==> src/rtl/core/wfr_pkg.sv <==
`default_nettype none

package wfr_pkg;

  // Width of the internal frame counter; the frame number port shows all of its bits.
  localparam int unsigned IdWidth     = 16;
  localparam int unsigned FrameNumW   = 16;
  localparam int unsigned LenWidth    = 32;

  localparam logic [7:0] FinMask      = 8'h80;
  localparam logic [7:0] CtlMask      = 8'h08;
  localparam logic [6:0] Len16Code    = 7'd126;
  localparam logic [3:0] OpClose      = 4'h8;
  localparam logic [3:0] OpPing       = 4'h9;
  localparam logic [3:0] XlenBytes16  = 4'd2;
  localparam logic [3:0] XlenBytes64  = 4'd8;
  // Extended length bytes above this count must be zero.
  localparam logic [3:0] XlenTopLimit = 4'd4;

  typedef enum logic [2:0] {
    KindHeader  = 3'd0,
    KindPayload = 3'd1,
    KindEmpty   = 3'd2,
    KindPing    = 3'd3,
    KindClose   = 3'd4,
    KindError   = 3'd5
  } kind_e;

  typedef enum logic [1:0] {
    ErrNone    = 2'd0,
    ErrMasked  = 2'd1,
    ErrLength  = 2'd2,
    ErrControl = 2'd3
  } err_e;

  typedef enum logic [4:0] {
    PhHdr0 = 5'b00001,
    PhHdr1 = 5'b00010,
    PhXlen = 5'b00100,
    PhData = 5'b01000,
    PhErr  = 5'b10000
  } phase_e;

  typedef struct packed {
    kind_e                kind;
    logic [7:0]           payload_byte;
    logic [FrameNumW-1:0] frame_number;
    logic [3:0]           hdr_opcode;
    logic                 frame_final;
    logic                 payload_end;
    err_e                 error_code;
  } wfr_result_t;

endpackage

`default_nettype wire

==> src/rtl/core/websocket_frame_receiver_core.sv <==
`default_nettype none

// WebSocket frame receiver: takes one stream byte per beat and returns exactly
// one result beat per byte, in the order the bytes are accepted. A byte can be taken
// in every cycle; the parser state updates on each accepted byte, and the result
// goes into a two-entry output buffer, so one more byte is taken while a result
// waits and the input stalls only once both entries are occupied. Errors are
// sticky: after one, every byte reports the error until reset.
module websocket_frame_receiver_core (
  input  wire logic        clk_i,
  input  wire logic        rst_ni,
  input  wire logic        in_valid_i,
  output logic             in_stall_o,
  input  wire logic [7:0]  data_byte_i,
  output logic             out_valid_o,
  input  wire logic        out_stall_i,
  output logic [2:0]       kind_o,
  output logic [7:0]       payload_byte_o,
  output logic [15:0]      frame_number_o,
  output logic [3:0]       hdr_opcode_o,
  output logic             frame_final_o,
  output logic             payload_end_o,
  output logic [1:0]       error_code_o
);
  import wfr_pkg::*;

  logic        accept;
  logic        buf_full;
  wfr_result_t result;
  wfr_result_t out_data;

  assign in_stall_o = buf_full;
  assign accept     = in_valid_i && !buf_full;

  wfr_parser u_parser (
    .clk_i       (clk_i),
    .rst_ni      (rst_ni),
    .accept_i    (accept),
    .data_byte_i (data_byte_i),
    .result_o    (result)
  );

  wfr_out_buf u_out_buf (
    .clk_i       (clk_i),
    .rst_ni      (rst_ni),
    .push_i      (accept),
    .push_data_i (result),
    .full_o      (buf_full),
    .valid_o     (out_valid_o),
    .stall_i     (out_stall_i),
    .data_o      (out_data)
  );

  assign kind_o         = out_data.kind;
  assign payload_byte_o = out_data.payload_byte;
  assign frame_number_o = out_data.frame_number;
  assign hdr_opcode_o   = out_data.hdr_opcode;
  assign frame_final_o  = out_data.frame_final;
  assign payload_end_o  = out_data.payload_end;
  assign error_code_o   = out_data.error_code;

  a_err_code_with_kind : assert property (@(posedge clk_i) disable iff (!rst_ni)
    out_valid_o |-> ((kind_o == KindError) == (error_code_o != ErrNone)))
    else $error("error code and error kind disagree");

  a_payload_only_data : assert property (@(posedge clk_i) disable iff (!rst_ni)
    (out_valid_o && kind_o != KindPayload) |-> (payload_byte_o == 8'h00))
    else $error("payload byte set on a non-payload beat");

  a_stall_only_after_out_stall : assert property (@(posedge clk_i) disable iff (!rst_ni)
    in_stall_o |-> $past(out_valid_o && out_stall_i))
    else $error("input stalled without a stalled output");

  a_error_sticky : assert property (@(posedge clk_i) disable iff (!rst_ni)
    (out_valid_o && !out_stall_i && kind_o == KindError) ##1 out_valid_o
      |-> (kind_o == KindError))
    else $error("error state left before reset");

endmodule

`default_nettype wire

==> src/rtl/core/wfr_parser.sv <==
`default_nettype none

module wfr_parser (
  input  wire logic               clk_i,
  input  wire logic               rst_ni,
  input  wire logic               accept_i,
  input  wire logic [7:0]         data_byte_i,
  output wfr_pkg::wfr_result_t    result_o
);
  import wfr_pkg::*;

  phase_e               phase_q, phase_d;
  logic [7:0]           first_header_q, first_header_d;
  logic [3:0]           left_q, left_d;
  logic [LenWidth-1:0]  frame_length_q, frame_length_d;
  logic [LenWidth-1:0]  bytes_done_q, bytes_done_d;
  logic [IdWidth-1:0]   counter_q, counter_d;
  err_e                 sticky_q, sticky_d;

  logic  hdr_done;
  logic  end_frame;
  logic  is_ctl;
  logic  last;
  kind_e ctl_kind;
  kind_e kind;
  logic [7:0] pbyte;
  logic  pend;

  assign is_ctl   = (first_header_q & CtlMask) != 8'h00;
  assign ctl_kind = (first_header_q[3:0] == OpPing) ? KindPing : KindClose;

  always_comb begin
    phase_d        = phase_q;
    first_header_d = first_header_q;
    left_d         = left_q;
    frame_length_d = frame_length_q;
    bytes_done_d   = bytes_done_q;
    counter_d      = counter_q;
    sticky_d       = sticky_q;
    hdr_done       = 1'b0;
    end_frame      = 1'b0;
    last           = 1'b0;
    kind           = KindHeader;
    pbyte          = 8'h00;
    pend           = 1'b0;

    case (phase_q)
      PhErr: begin
        kind = KindError;
      end
      PhHdr1: begin
        if (data_byte_i[7]) begin
          sticky_d = ErrMasked;
          phase_d  = PhErr;
          kind     = KindError;
        end else if (data_byte_i[6:0] < Len16Code) begin
          frame_length_d = LenWidth'(data_byte_i[6:0]);
          hdr_done       = 1'b1;
        end else begin
          frame_length_d = '0;
          left_d         = (data_byte_i[6:0] == Len16Code) ? XlenBytes16 : XlenBytes64;
          phase_d        = PhXlen;
        end
      end
      PhXlen: begin
        if (left_q > XlenTopLimit && data_byte_i != 8'h00) begin
          sticky_d = ErrLength;
          phase_d  = PhErr;
          kind     = KindError;
        end else begin
          frame_length_d = {frame_length_q[LenWidth-9:0], data_byte_i};
          left_d         = left_q - 4'd1;
          hdr_done       = (left_d == 4'd0);
        end
      end
      PhData: begin
        bytes_done_d = bytes_done_q + 1'b1;
        last         = (bytes_done_d == frame_length_q);
        if (is_ctl) begin
          kind = last ? ctl_kind : KindHeader;
        end else begin
          kind  = KindPayload;
          pbyte = data_byte_i;
        end
        if (last) begin
          pend      = 1'b1;
          end_frame = 1'b1;
        end
      end
      default: begin
        first_header_d = data_byte_i;
        phase_d        = PhHdr1;
      end
    endcase

    // Header complete: reject unknown control opcodes, then either start the
    // payload or close out a frame that has no payload at all.
    if (hdr_done) begin
      if (is_ctl && first_header_q[3:0] != OpClose && first_header_q[3:0] != OpPing) begin
        sticky_d = ErrControl;
        phase_d  = PhErr;
        kind     = KindError;
      end else begin
        bytes_done_d = '0;
        if (frame_length_d == '0) begin
          kind      = is_ctl ? ctl_kind : KindEmpty;
          pend      = 1'b1;
          end_frame = 1'b1;
        end else begin
          phase_d = PhData;
        end
      end
    end

    if (end_frame) begin
      phase_d = PhHdr0;
      if ((first_header_q & FinMask) != 8'h00 && !is_ctl) begin
        counter_d = counter_q + 1'b1;
      end
    end
  end

  always_comb begin
    result_o.kind         = kind;
    result_o.payload_byte = pbyte;
    result_o.frame_number = FrameNumW'(counter_q);
    result_o.hdr_opcode   = first_header_d[3:0];
    result_o.frame_final  = first_header_d[7];
    result_o.payload_end  = pend;
    result_o.error_code   = (kind == KindError) ? sticky_d : ErrNone;
  end

  always_ff @(posedge clk_i or negedge rst_ni) begin
    if (!rst_ni) begin
      phase_q        <= PhHdr0;
      first_header_q <= '0;
      left_q         <= '0;
      frame_length_q <= '0;
      bytes_done_q   <= '0;
      counter_q      <= '0;
      sticky_q       <= ErrNone;
    end else if (accept_i) begin
      phase_q        <= phase_d;
      first_header_q <= first_header_d;
      left_q         <= left_d;
      frame_length_q <= frame_length_d;
      bytes_done_q   <= bytes_done_d;
      counter_q      <= counter_d;
      sticky_q       <= sticky_d;
    end
  end

endmodule

`default_nettype wire

==> src/rtl/core/wfr_out_buf.sv <==
`default_nettype none

module wfr_out_buf (
  input  wire logic            clk_i,
  input  wire logic            rst_ni,
  input  wire logic            push_i,
  input  wire wfr_pkg::wfr_result_t push_data_i,
  output logic                 full_o,
  output logic                 valid_o,
  input  wire logic            stall_i,
  output wfr_pkg::wfr_result_t data_o
);
  import wfr_pkg::*;

  logic        main_valid_q;
  logic        skid_valid_q;
  wfr_result_t main_q;
  wfr_result_t skid_q;
  logic        pop;

  assign pop     = main_valid_q && !stall_i;
  assign valid_o = main_valid_q;
  assign data_o  = main_q;
  // The skid entry only fills when the main entry is stalled, so a full
  // flag taken from a register keeps the input side free of stall_i.
  assign full_o  = skid_valid_q;

  always_ff @(posedge clk_i or negedge rst_ni) begin
    if (!rst_ni) begin
      main_valid_q <= 1'b0;
      skid_valid_q <= 1'b0;
    end else if (pop) begin
      if (skid_valid_q) begin
        skid_valid_q <= 1'b0;
      end else begin
        main_valid_q <= push_i;
      end
    end else if (push_i) begin
      if (!main_valid_q) begin
        main_valid_q <= 1'b1;
      end else begin
        skid_valid_q <= 1'b1;
      end
    end
  end

  always_ff @(posedge clk_i) begin
    if (pop) begin
      if (skid_valid_q) begin
        main_q <= skid_q;
      end else if (push_i) begin
        main_q <= push_data_i;
      end
    end else if (push_i) begin
      if (!main_valid_q) begin
        main_q <= push_data_i;
      end else begin
        skid_q <= push_data_i;
      end
    end
  end

endmodule

`default_nettype wire

==> config.mk <==
export PLATFORM = sky130hd
export DESIGN_NAME = websocket_frame_receiver_core
export DESIGN_NICKNAME = d
export VERILOG_FILES = /design/src/rtl/core/wfr_pkg.sv /design/src/rtl/core/websocket_frame_receiver_core.sv /design/src/rtl/core/wfr_parser.sv /design/src/rtl/core/wfr_out_buf.sv
export SDC_FILE = /design/constraint.sdc
export NUM_CORES = 1
export LEC_CHECK = 0
export ABC_AREA = 1
export BUFFER_PORTS_ARGS = -buffer_cell sky130_fd_sc_hd__buf_2
export CAP_MARGIN = 30
export CORE_MARGIN = 10
export CORE_UTILIZATION = 62
export DETAILED_ROUTE_END_ITERATION = 8
export HOLD_SLACK_MARGIN = 0.12
export PLACE_DENSITY = 0.81
export RECOVER_POWER = 25
export SLEW_MARGIN = 30
export SYNTH_ARGS = -nofsm -noshare
export SYNTH_HDL_FRONTEND = slang
export SYNTH_SLANG_ARGS = --single-unit
==> constraint.sdc <==
create_clock -name clk_i -period 4.42 [get_ports clk_i]
set_clock_uncertainty 0.05 [all_clocks]
set_input_delay 0.442 -clock clk_i [delete_from_list [all_inputs] [get_ports clk_i]]
set_output_delay 0.442 -clock clk_i [all_outputs]
set_load 0.1 [all_outputs]
==> results of run 1 <==
[how the worst max path moves through the flow]
stage                             end  slack (ns)          startpoint
2_1_floorplan     u_out_buf.data_o[0]        0.73    u_out_buf.full_o
3_3_place_gp   u_parser.counter_q[15]        1.32  u_parser.left_q[0]
3_5_place_dp    u_parser.counter_q[7]        1.30  u_parser.left_q[0]
4_1_cts         u_parser.counter_q[7]        1.29  u_parser.left_q[0]
5_1_grt        u_parser.counter_q[15]        0.93  u_parser.left_q[0]
6_report       u_parser.counter_q[14]        1.23  u_parser.left_q[0]
[registers in the layout (all words and copies together) (netlist names)]
| name | cells |
|---|---|
| u_out_buf.valid_o | 1 |
| u_parser.counter_q | 16 |
| u_parser.bytes_done_q | 32 |
| u_out_buf.data_o | 35 |
| u_out_buf.skid_q | 35 |
| u_parser.phase_q | 5 |
| u_out_buf.full_o | 1 |
| u_parser.left_q | 4 |
| u_parser.sticky_q | 2 |
| u_parser.frame_length_q | 32 |
| u_parser.first_header_q | 5 |
[synth_stat cells, types with 2 or more instances]
library cell    n
nand4_1         9
clkbuf_1       23
nand2_2        12
nand3_1        86
o211ai_1       14
dfrtp_1        97
a21oi_1        15
nor4_1          2
edfxtp_1       70
inv_2           4
buf_2           2
nand2_1       408
o41ai_1         4
nor3_1          8
inv_1         157
o22ai_1        21
a211oi_1        9
o21ai_1         8
nand2_4         4
o32ai_1        15
nor2_2         16
nand3_2         2
xor2_1         14
nand3b_1        3
nor2_1        124
xnor2_1         4
nor2_4          8
o21ai_0        69
clkinv_1        3
ha_1            4
[where the power goes]
part | total (mW) | internal, mW | switching [mW] | leakage (nW)
Sequential | 2.65 | 2.19 | 0.453 | 1.89
Combinational | 3.58 | 0.911 | 2.67 | 2.69
Clock | 1.55 | 0.861 | 0.692 | 0.293
[layer usage]
metal  global-route usage  share of wire  vias to the layer above
met3               0.0462          0.087                       55
met2                0.393           0.45                      422
met1                0.380           0.44                     4000
li1                     -              -                     4099
met5                    0              0                        -
met4               0.0865          0.023                        0
[cell families after synthesis]
kind of cell | Yosys count | synth area share
xor+xnor | 19 | 0.0191
simple gates | 686 | 0.311
fa+ha+maj | 4 | 0.00531
flops | 168 | 0.483
buf+inv | 192 | 0.0779
compound gates | 160 | 0.104
[critical path: stages (launching register included)]
cell and delay (ns):
dfrtp_1 0.38, inv_1 0.07, ha_1 0.22, o21ai_1 0.26, nand2_1 0.18, nand2_2 0.34, nand2_2 0.19, nand2_1 0.18
nand3_1 0.09, nor2_1 0.10, nand2_1 0.08, nor2_2 0.13, nand2_2 0.12, o31ai_4 0.35, nand2_2 0.17, nand2_1 0.10
nand2_1 0.05
[through the flow]
step	instances	power (mW)
2_1_floorplan	1229	5.32
3_3_place_gp	1444	6.12
3_5_place_dp	1446	6.19
4_1_cts	1479	7.75
5_1_grt	1479	8.26
6_report	1479	7.78
[cell type report]
type / count / area share
Multi-Input combinational cell: 869 / 0.396
Tap cell: 188 / 0.0223
Clock inverter: 14 / 0.0169
Inverter: 164 / 0.0585
Sequential cell: 168 / 0.433
Clock buffer: 18 / 0.0408
Timing Repair Buffer: 58 / 0.0322
[repair_timing]
item	CTS	global route
hold buffers	1	0
setup buffers	0	0
hold endpoints to repair	61	0
==> qor.csv, run 1 <==
stage,metric,value,unit
cells_and_area,n_fill_cell,1255,
logic_synthesis,async_reset_ff_frac,0.583,
route,vias,8576,
grt,track_usage,0.263,
route,first_pass_iters,8,
critical_path,rrSetupSlack,1.23,ns
route,drc,0,
logic_synthesis,syn_avg_cell_area,7.68,µm²
cts,clk_pin_slew,0.07,ns
floorplan,die_area,20600,µm²
critical_path,critPathMaxFanout,18,
critical_path,r2r-start,u_parser.left_q[0],
hold_path,hold_class,input pin to flip-flop,
logic_synthesis,netlist_instances,1229,
cells_and_area,diodes,0,
timing,hold_slack,0.302,ns
logic_synthesis,ys_ff_latch,168,
floorplan,coreArea,15000,µm²
floorplan,initial_core_util,0.628,
cells_and_area,fin_area,10500,µm²
route,wl_per_cell,17.7,µm
timing,grt_setup_unrepaired,false,
timing,slew_headroom,-0.0850,
hold_path,hp-start,out_stall_i,
logic_synthesis,ys_seq_area_frac,0.483,
timing,drv_slew,64,
hold_path,holdPathEnd,u_out_buf.valid_o,
logic_synthesis,synth_area_leaders,"dfrtp_1 (26%), edfxtp_1 (22%), nand2_1 (16%)",
power_and_ir_drop,ir_drop,0.000424,V
timing,fin_setup_tns,0,ns
logic_synthesis,synth_top_area_cell,dfrtp_1,
hold_path,hold_path_depth,3,
logic_synthesis,yosys_most_used_dff,dfrtp_1,
place,io_buffers,48,
cts,clockRootBuffer,clkbuf_16,
cts,cts_tree,yes,
cells_and_area,regArea,4560,µm²
power_and_ir_drop,power_density,739,nW/µm²
logic_synthesis,ys_types,44,
grt,antenna_found_initial,0,
cells_and_area,layout_common_cells,"nand2_1 (407), inv_1 (157), nor2_1 (120), dfrtp_1 (97), nand3_1 (86)",
timing,period_share,0.721,
timing,setup_ws,1.23,ns
floorplan,die_h,143,µm
timing,tightest_slew,1.63,ns
timing,period_minus_slack,3.19,ns
floorplan,die_w,143,µm
power_and_ir_drop,leakage,4.87,nW
run,max_cap_violations,1,
logic_synthesis,synth_edf_count,70,
logic_synthesis,synth_top_area_frac,0.257,
cts,clock_latency,0.44,ns
route,first_iter_violations,1113,
place,detailed_place.area,9930,µm²
cts,cts_resized,0,
grt,grt_pass1_vias,7763,
grt,grt_max_degree,64,
critical_path,critPathLaunchType,flip-flop,
timing,hold_violations,0,
grt,grt_remaining_overflow,0,
logic_synthesis,syn_area,9430,µm²
place,dp_hpwl,19300,µm
timing,setup_viol,0,
outcome,status,"finished, violations left",
critical_path,rr_endpoint,u_parser.counter_q[14],
floorplan,num_rows,45,
critical_path,critical_path_class,flip-flop to flip-flop,
logic_synthesis,synthesis.nets,1245,
floorplan,io_pins,49,
cells_and_area,multi_input_area,4170,µm²
cts,cts-htree-levels,4,
timing,max_clock_freq,314,MHz
grt,grt_pass1_wl,42400,µm
cts,cts_buffer_depth,2,
critical_path,critPathRequiredTime,4.69,ns
route,wirelength,26200,µm
cells_and_area,fin_util,0.700,
critical_path,r2r_cells,16,
cells_and_area,nets,1294,
place,gp_congestion,1.01,
critical_path,worstSetupEndpointType,flip-flop,
place,pre_cts_slack,1.30,ns
cells_and_area,final_common_cell,nand2_1,
outcome,violations,"capacitance limit, slew limit",
route,final_antenna_net_count,0,
logic_synthesis,ys_warn_count,0,
cells_and_area,area_growth_syn_to_layout,11.6,%
cts,cts_sinks,168,
cts,numCtsBuffers,17,
cells_and_area,drive_gt1_frac,0.101,
critical_path,worstPathArrival,3.46,ns
route,routed_via_density,5.80,
Note: power is estimated with default switching activity, not from simulation.
==> run 2: changes to the inputs <==
Settings changed: ABC_AREA 1 to 0, CORE_UTILIZATION 62 to 56, PLACE_DENSITY 0.81 to 0.77.
Clock period 4.42 ns to 2.9 ns, I/O delays scaled along.
==> run 2 against run 1 <==
Effect of this change:
- the flow finishes with violations (setup timing)
- largest power group unchanged
- register-to-register slack got worse by 1.6 ns
- sequential share of layout area fell by 3.5 points
- setup slack worse by 1.6 ns
- sequential cell count is the same
- critical endpoint is now u_parser.counter_q[13]
- maximum frequency shrank 1.9%
==> qor.csv, run 2 <==
stage,metric,value,unit
floorplan,num_rows,45,
logic_synthesis,ys_ff_latch,168,
logic_synthesis,synth_top_area_cell,dfrtp_1,
grt,grt_max_degree,55,
logic_synthesis,ys_types,74,
critical_path,cp_top_family,simple AND/OR/NAND/NOR gates,
cells_and_area,layout_common_cells,"buf_4 (153), nand2_1 (108), dfrtp_1 (90), edfxtp_1 (70), o21ai_0 (56)",
logic_synthesis,ys_seq_area_frac,0.517,
cells_and_area,nets,1072,
timing,setup_ws,-0.351,ns
cells_and_area,n_fill_cell,986,
floorplan,io_pins,49,
power_and_ir_drop,power_density,853,nW/µm²
outcome,violations,setup timing,
floorplan,die_w,145,µm
route,first_pass_iters,8,
timing,grt_setup_unrepaired,true,
logic_synthesis,syn_avg_cell_area,10.2,µm²
timing,slew_headroom,0.0671,
grt,antenna_found_initial,0,
logic_synthesis,synth_area_leaders,"dfrtp_1 (28%), edfxtp_1 (24%), nand2_1 (4.7%)",
critical_path,critical_path.slowest_cell,dfrtp_1,
logic_synthesis,synth_most_common_cell,nand2_1,
critical_path,critical_path_class,flip-flop to flip-flop,
cts,numCtsBuffers,17,
logic_synthesis,synth_common_cells,"nand2_1 (110), dfrtp_1 (97), edfxtp_1 (70)",
place,io_buffers,48,
critical_path,critPathLaunchType,flip-flop,
critical_path,critPathRequiredTime,3.19,ns
floorplan,die_h,145,µm
critical_path,cpMostUsedCell,buf_4,
power_and_ir_drop,ir_drop,0.000556,V
cts,clk_pin_slew,0.07,ns
logic_synthesis,syn_area,8810,µm²
timing,hold_violations,0,
route,final_antenna_net_count,0,
critical_path,worstPathCellList,buf_4 -> ha_4 -> buf_4 -> buf_4 -> o21bai_2 -> a31oi_2 -> nor4bb_1 -> nand4b_1 -> nor4_2 -> and4_4 -> a32oi_4 -> buf_12 -> nor4b_4 -> xor2_1,
timing,setup_viol,24,
grt,track_usage,0.232,
cells_and_area,instances_no_fill,1280,
place,gp_congestion,0.951,
critical_path,cp_slowest_stage_delay,0.39,ns
critical_path,worstSetupEndpointType,flip-flop,
logic_synthesis,ys_warn_count,0,
route,routed_via_density,6.19,
route,vias,7927,
cts,cts_sinks,168,
route,wl_per_cell,20.2,µm
grt,grt_pass1_vias,7548,
floorplan,die_area,21100,µm²
cts,cts_tree,yes,
cells_and_area,multi_input_area,4330,µm²
power_and_ir_drop,total_power,9.79,mW
route,drc,0,
timing,tightest_slew,1.40,ns
timing,period_share,1.12,
hold_path,hold_class,input pin to flip-flop,
timing,max_clock_freq,308,MHz
logic_synthesis,netlist_instances,863,
critical_path,critPathMaxFanout,10,
cts,cts-htree-levels,4,
place,dp_hpwl,16900,µm
outcome,status,"finished, violations left",
grt,grt_remaining_overflow,0,
logic_synthesis,yosys_most_used_dff,dfrtp_1,
place,place_inst,1214,
cells_and_area,regArea,4560,µm²
cts,cts_buffer_depth,2,
critical_path,worstPathArrival,3.54,ns
route,wirelength,25900,µm
logic_synthesis,async_reset_ff_frac,0.583,
timing,period_minus_slack,3.25,ns
logic_synthesis,synthesis.nets,879,
route,first_iter_violations,871,
logic_synthesis,synth_edf_count,70,
logic_synthesis,synth_top_area_frac,0.276,
cts,clock_latency,0.43,ns
cts,clockRootBuffer,clkbuf_16,
power_and_ir_drop,leakage,5.07,nW
critical_path,crit_buf_inv,4,
grt,grt_pass1_wl,40400,µm
run,max_cap_violations,0,
cells_and_area,final_common_cell,buf_4,
cells_and_area,drive_gt1_frac,0.319,
cells_and_area,diodes,0,
timing,drv_slew,0,
floorplan,coreArea,15300,µm²
cells_and_area,area_growth_syn_to_layout,30.3,%
floorplan,initial_core_util,0.575,
## run 2: cell count changes after synthesis, moves of 18 or more
cell / delta
a21oi_1: +18
a22o_1: +32
inv_1: -138
nand2_1: -298
nand3_1: -61
nor2_1: -66
o31ai_1: +18
xnor2_1: +21
## run 2: final cells by class
class / count / share of cell area
repair buffers: 222 / 0.142
multi-input cells: 628 / 0.377
clock inverters: 14 / 0.0159
inverters: 19 / 0.00622
well taps: 211 / 0.0230
flip-flops and latches: 168 / 0.398
clock buffers: 18 / 0.0383
## run 2: metal layers
metal,vias to the layer above,wire (µm),part of all wire,global-route usage
li1,3610,-,-,-
met1,3831,10500,0.41,0.306
met2,396,12400,0.48,0.368
met3,90,2000,0.077,0.0441
met4,0,995,0.038,0.0981
met5,-,0,0,0
## run 2: final timing paths
path	from	endpoint	slack [ns]	cells past startpoint
min reg2reg	u_parser.sticky_q[1]	u_parser.sticky_q[1]	0.44	2
max	u_parser.bytes_done_q[0]	u_parser.counter_q[13]	-0.35	14
max reg2reg	u_parser.bytes_done_q[0]	u_parser.counter_q[13]	-0.35	14
min	data_byte_i[3]	u_parser.frame_length_q[3]	0.14	2
max in group asynchronous	rst_ni	u_parser.counter_q[6]	0.41	3
min in group asynchronous	rst_ni	u_parser.bytes_done_q[8]	0.67	2
## run 2: through the flow
step                hold slack, ns  instance area (µm²)  TNS, ns  utilization  setup WS (ns)
finish                       0.137                11500    -5.93        0.749         -0.351
CTS                          0.123                11100    -4.02        0.725         -0.310
global route                 0.152                11500    -8.17        0.749         -0.420
floorplan                  -0.0556                 8850   -0.187            -        -0.0795
global placement             0.351                10200    -2.84        0.669         -0.239
detailed placement           0.351                10200    -4.52        0.669         -0.321
## run 2: cell families (layout without fill, tap and decap cells)
logic type,after synthesis,count (layout),synth area share
multiplexers,21,21,0.0256
AND/OR/NAND/NOR,349,349,0.212
adder cells (fa/ha/maj),4,4,0.00568
AO/OA/AOI/OAI,201,201,0.156
buffers and inverters,67,273,0.0307
flip-flops,168,168,0.517
XOR/XNOR,53,53,0.0527
## run 2: where the power goes
part	switching [mW]	total (mW)	internal [mW]
combinational	3.00	4.09	1.09
sequential	0.302	3.35	3.05
clock	1.08	2.35	1.26
## run 2: repair_timing
action                                 4_1_cts  5_1_grt
endpoints found under the hold margin       56        0
cloned                                       0        1
setup endpoints to repair                   26       28
buffers inserted                            13       17
resized for setup                           26       53
hold buffers                                 4        0
pin swaps                                   20       25
==> run 3: changes to the inputs <==
Settings changed: ABC_AREA 0 to 1.
==> run 3 against run 2 <==
Effect of this change:
- critical endpoint is now u_parser.counter_q[8]
- clock power about the same
- the run ends with DRC, capacitance limit, slew limit left
- cell area is 3.3% lower
- critical path type unchanged
- final cell count is 21% higher
- setup slack better by 0.46 ns
- worst hold slack improved by 0.0027 ns
- sequential cell count unchanged
==> qor.csv, run 3 (synthesized netlist as in run 1, its figures left out) <==
stage,metric,value,unit
outcome,status,"finished, violations left",
outcome,violations,"DRC, capacitance limit, slew limit",
cells_and_area,area_growth_syn_to_layout,17.7,%
grt,grt_remaining_overflow,0,
cells_and_area,final_common_cell,nand2_1,
place,dp_hpwl,19500,µm
cts,cts-htree-levels,4,
power_and_ir_drop,ir_drop,0.000601,V
critical_path,critPathRequiredTime,3.19,ns
critical_path,r2r_cells,19,
place,gp_congestion,0.995,
route,wirelength,27400,µm
critical_path,critical_path_class,flip-flop to flip-flop,
grt,antenna_found_initial,0,
critical_path,rr_endpoint,u_parser.counter_q[8],
grt,track_usage,0.241,
cts,clk_pin_slew,0.08,ns
critical_path,cp-endpoint,u_parser.counter_q[8],
cts,cts_buffer_depth,2,
critical_path,worstPathArrival,3.08,ns
floorplan,io_pins,49,
power_and_ir_drop,total_power,12.3,mW
grt,grt_max_degree,58,
grt,grt_pass1_wl,42600,µm
critical_path,rrSetupSlack,0.11,ns
timing,drv_slew,58,
place,io_buffers,48,
cts,numCtsBuffers,17,
grt,grtUsageMet3,0.0504,
grt,grt_pass1_vias,8088,
hold_path,hold_class,input pin to flip-flop,
cells_and_area,nets,1329,
cts,clock_latency,0.44,ns
cells_and_area,drive_gt1_frac,0.170,
route,vias,8715,
grt,met2_usage,0.378,
critical_path,r2r-start,u_parser.bytes_done_q[0],
cells_and_area,layout_common_cells,"nand2_1 (385), inv_1 (156), nor2_1 (107), dfrtp_1 (95), nand3_1 (82)",
cts,clockRootBuffer,clkbuf_16,
floorplan,die_h,150,µm
floorplan,coreArea,16500,µm²
grt,busiest_layer,met2,
route,wl_per_cell,17.7,µm
cells_and_area,diodes,0,
timing,hold_violations,0,
route,drc,2,
timing,max_clock_freq,358,MHz
route,first_iter_violations,875,
power_and_ir_drop,leakage,5.10,nW
cts,cts_sinks,168,
power_and_ir_drop,power_density,1110,nW/µm²
timing,tightest_slew,1.52,ns
grt,met1_usage,0.326,
critical_path,critPathLaunchType,flip-flop,
cells_and_area,instances_no_fill,1546,
floorplan,num_rows,47,
floorplan,die_area,22400,µm²
place,place_inst,1500,
timing,slew_headroom,-0.0153,
route,first_pass_iters,7,
critical_path,critPathMaxFanout,7,
critical_path,worstSetupEndpointType,flip-flop,
critical_path,startpoint,u_parser.bytes_done_q[0],
route,routed_via_density,5.64,
timing,period_minus_slack,2.79,ns
cts,cts_tree,yes,
timing,setup_viol,0,
run,max_cap_violations,1,
timing,period_share,0.962,
route,final_antenna_net_count,0,
floorplan,initial_core_util,0.571,
floorplan,die_w,150,µm
## run 3: cell types whose count changed in the layout (fill, tap and decap cells not counted), sizes merged, moves of 18 or more
| cell | change |
|---|---|
| nand2 | +315 |
| inv | +144 |
| buf | -129 |
| nor2 | +91 |
| nand3 | +63 |
| a22o | -32 |
| xnor2 | -21 |
| o21ai | +20 |
| a21oi | -18 |
## run 3: per-stage QoR
step	cell area, µm²	setup TNS (ns)	hold WS (ns)	util	worst slack (ns)
2_1_floorplan	9450	0	-0.0556	-	0.256
3_3_place_gp	10100	-0.0101	0.358	0.611	-0.00696
3_5_place_dp	10100	-0.00676	0.368	0.613	-0.00473
4_1_cts	10800	0	0.136	0.652	0.0247
5_1_grt	11100	-0.585	0.153	0.672	-0.0677
6_report	11100	0	0.140	0.672	0.110
## run 3: where the power goes
part | total (mW) | switching, mW | leakage [nW] | internal (mW)
clock | 2.33 | 1.15 | 0.300 | 1.18
sequential | 4.05 | 0.712 | 1.89 | 3.34
combinational | 5.95 | 4.32 | 2.91 | 1.62
## run 3: what timing repair did
| item | 4_1_cts | 5_1_grt |
|---|---|---|
| gates resized for setup | 0 | 68 |
| setup endpoints to repair | 7 | 25 |
| buffers inserted | 1 | 11 |
| pin swaps | 1 | 31 |
| hold endpoints to repair | 54 | 0 |
| gates cloned | 0 | 1 |
| hold buffers | 1 | 0 |
## run 3: how the worst min path moves through the flow
stage	from	endpoint	depth (start not counted)
after global placement	rst_ni	u_parser.bytes_done_q[8]	1
after global routing	out_stall_i	u_out_buf.valid_o	3
after CTS	out_stall_i	u_out_buf.valid_o	3
after detailed placement	rst_ni	u_parser.bytes_done_q[7]	1
final	out_stall_i	u_out_buf.valid_o	3
after floorplan	rst_ni	u_out_buf.full_o	0
## run 3: critical path: stages, from the launching register on
cell and delay [ns]:
dfrtp_1 0.45, ha_4 0.18, nand2_2 0.08, nor2_4 0.18, nand2_4 0.12, nor2_4 0.16, buf_12 0.12, nand3_1 0.09
nand3_1 0.12, nand2_1 0.06, nor2_1 0.17, nand2_1 0.09, nor2_2 0.14, nand3_2 0.14, nand2_4 0.16, nand2_8 0.09
nor2_4 0.12, nand2_1 0.07, nand2_1 0.05, nand2_1 0.05
## run 3: area by class of cell
cell class                      instances  area [µm²]
Tap cell                              220         275
Multi-Input combinational cell        870        4400
Clock buffer                           17         425
Fill cell                            1390        5420
Inverter                              164         616
Timing Repair Buffer                   92         632
Sequential cell                       168        4560
Clock inverter                         15         191
## run 3: layer usage
layer / up-vias / share of wire
met2: 375 / 0.47
met4: 0 / 0.028
met3: 66 / 0.080
met5: - / 0
li1: 4176 / -
met1: 4098 / 0.42
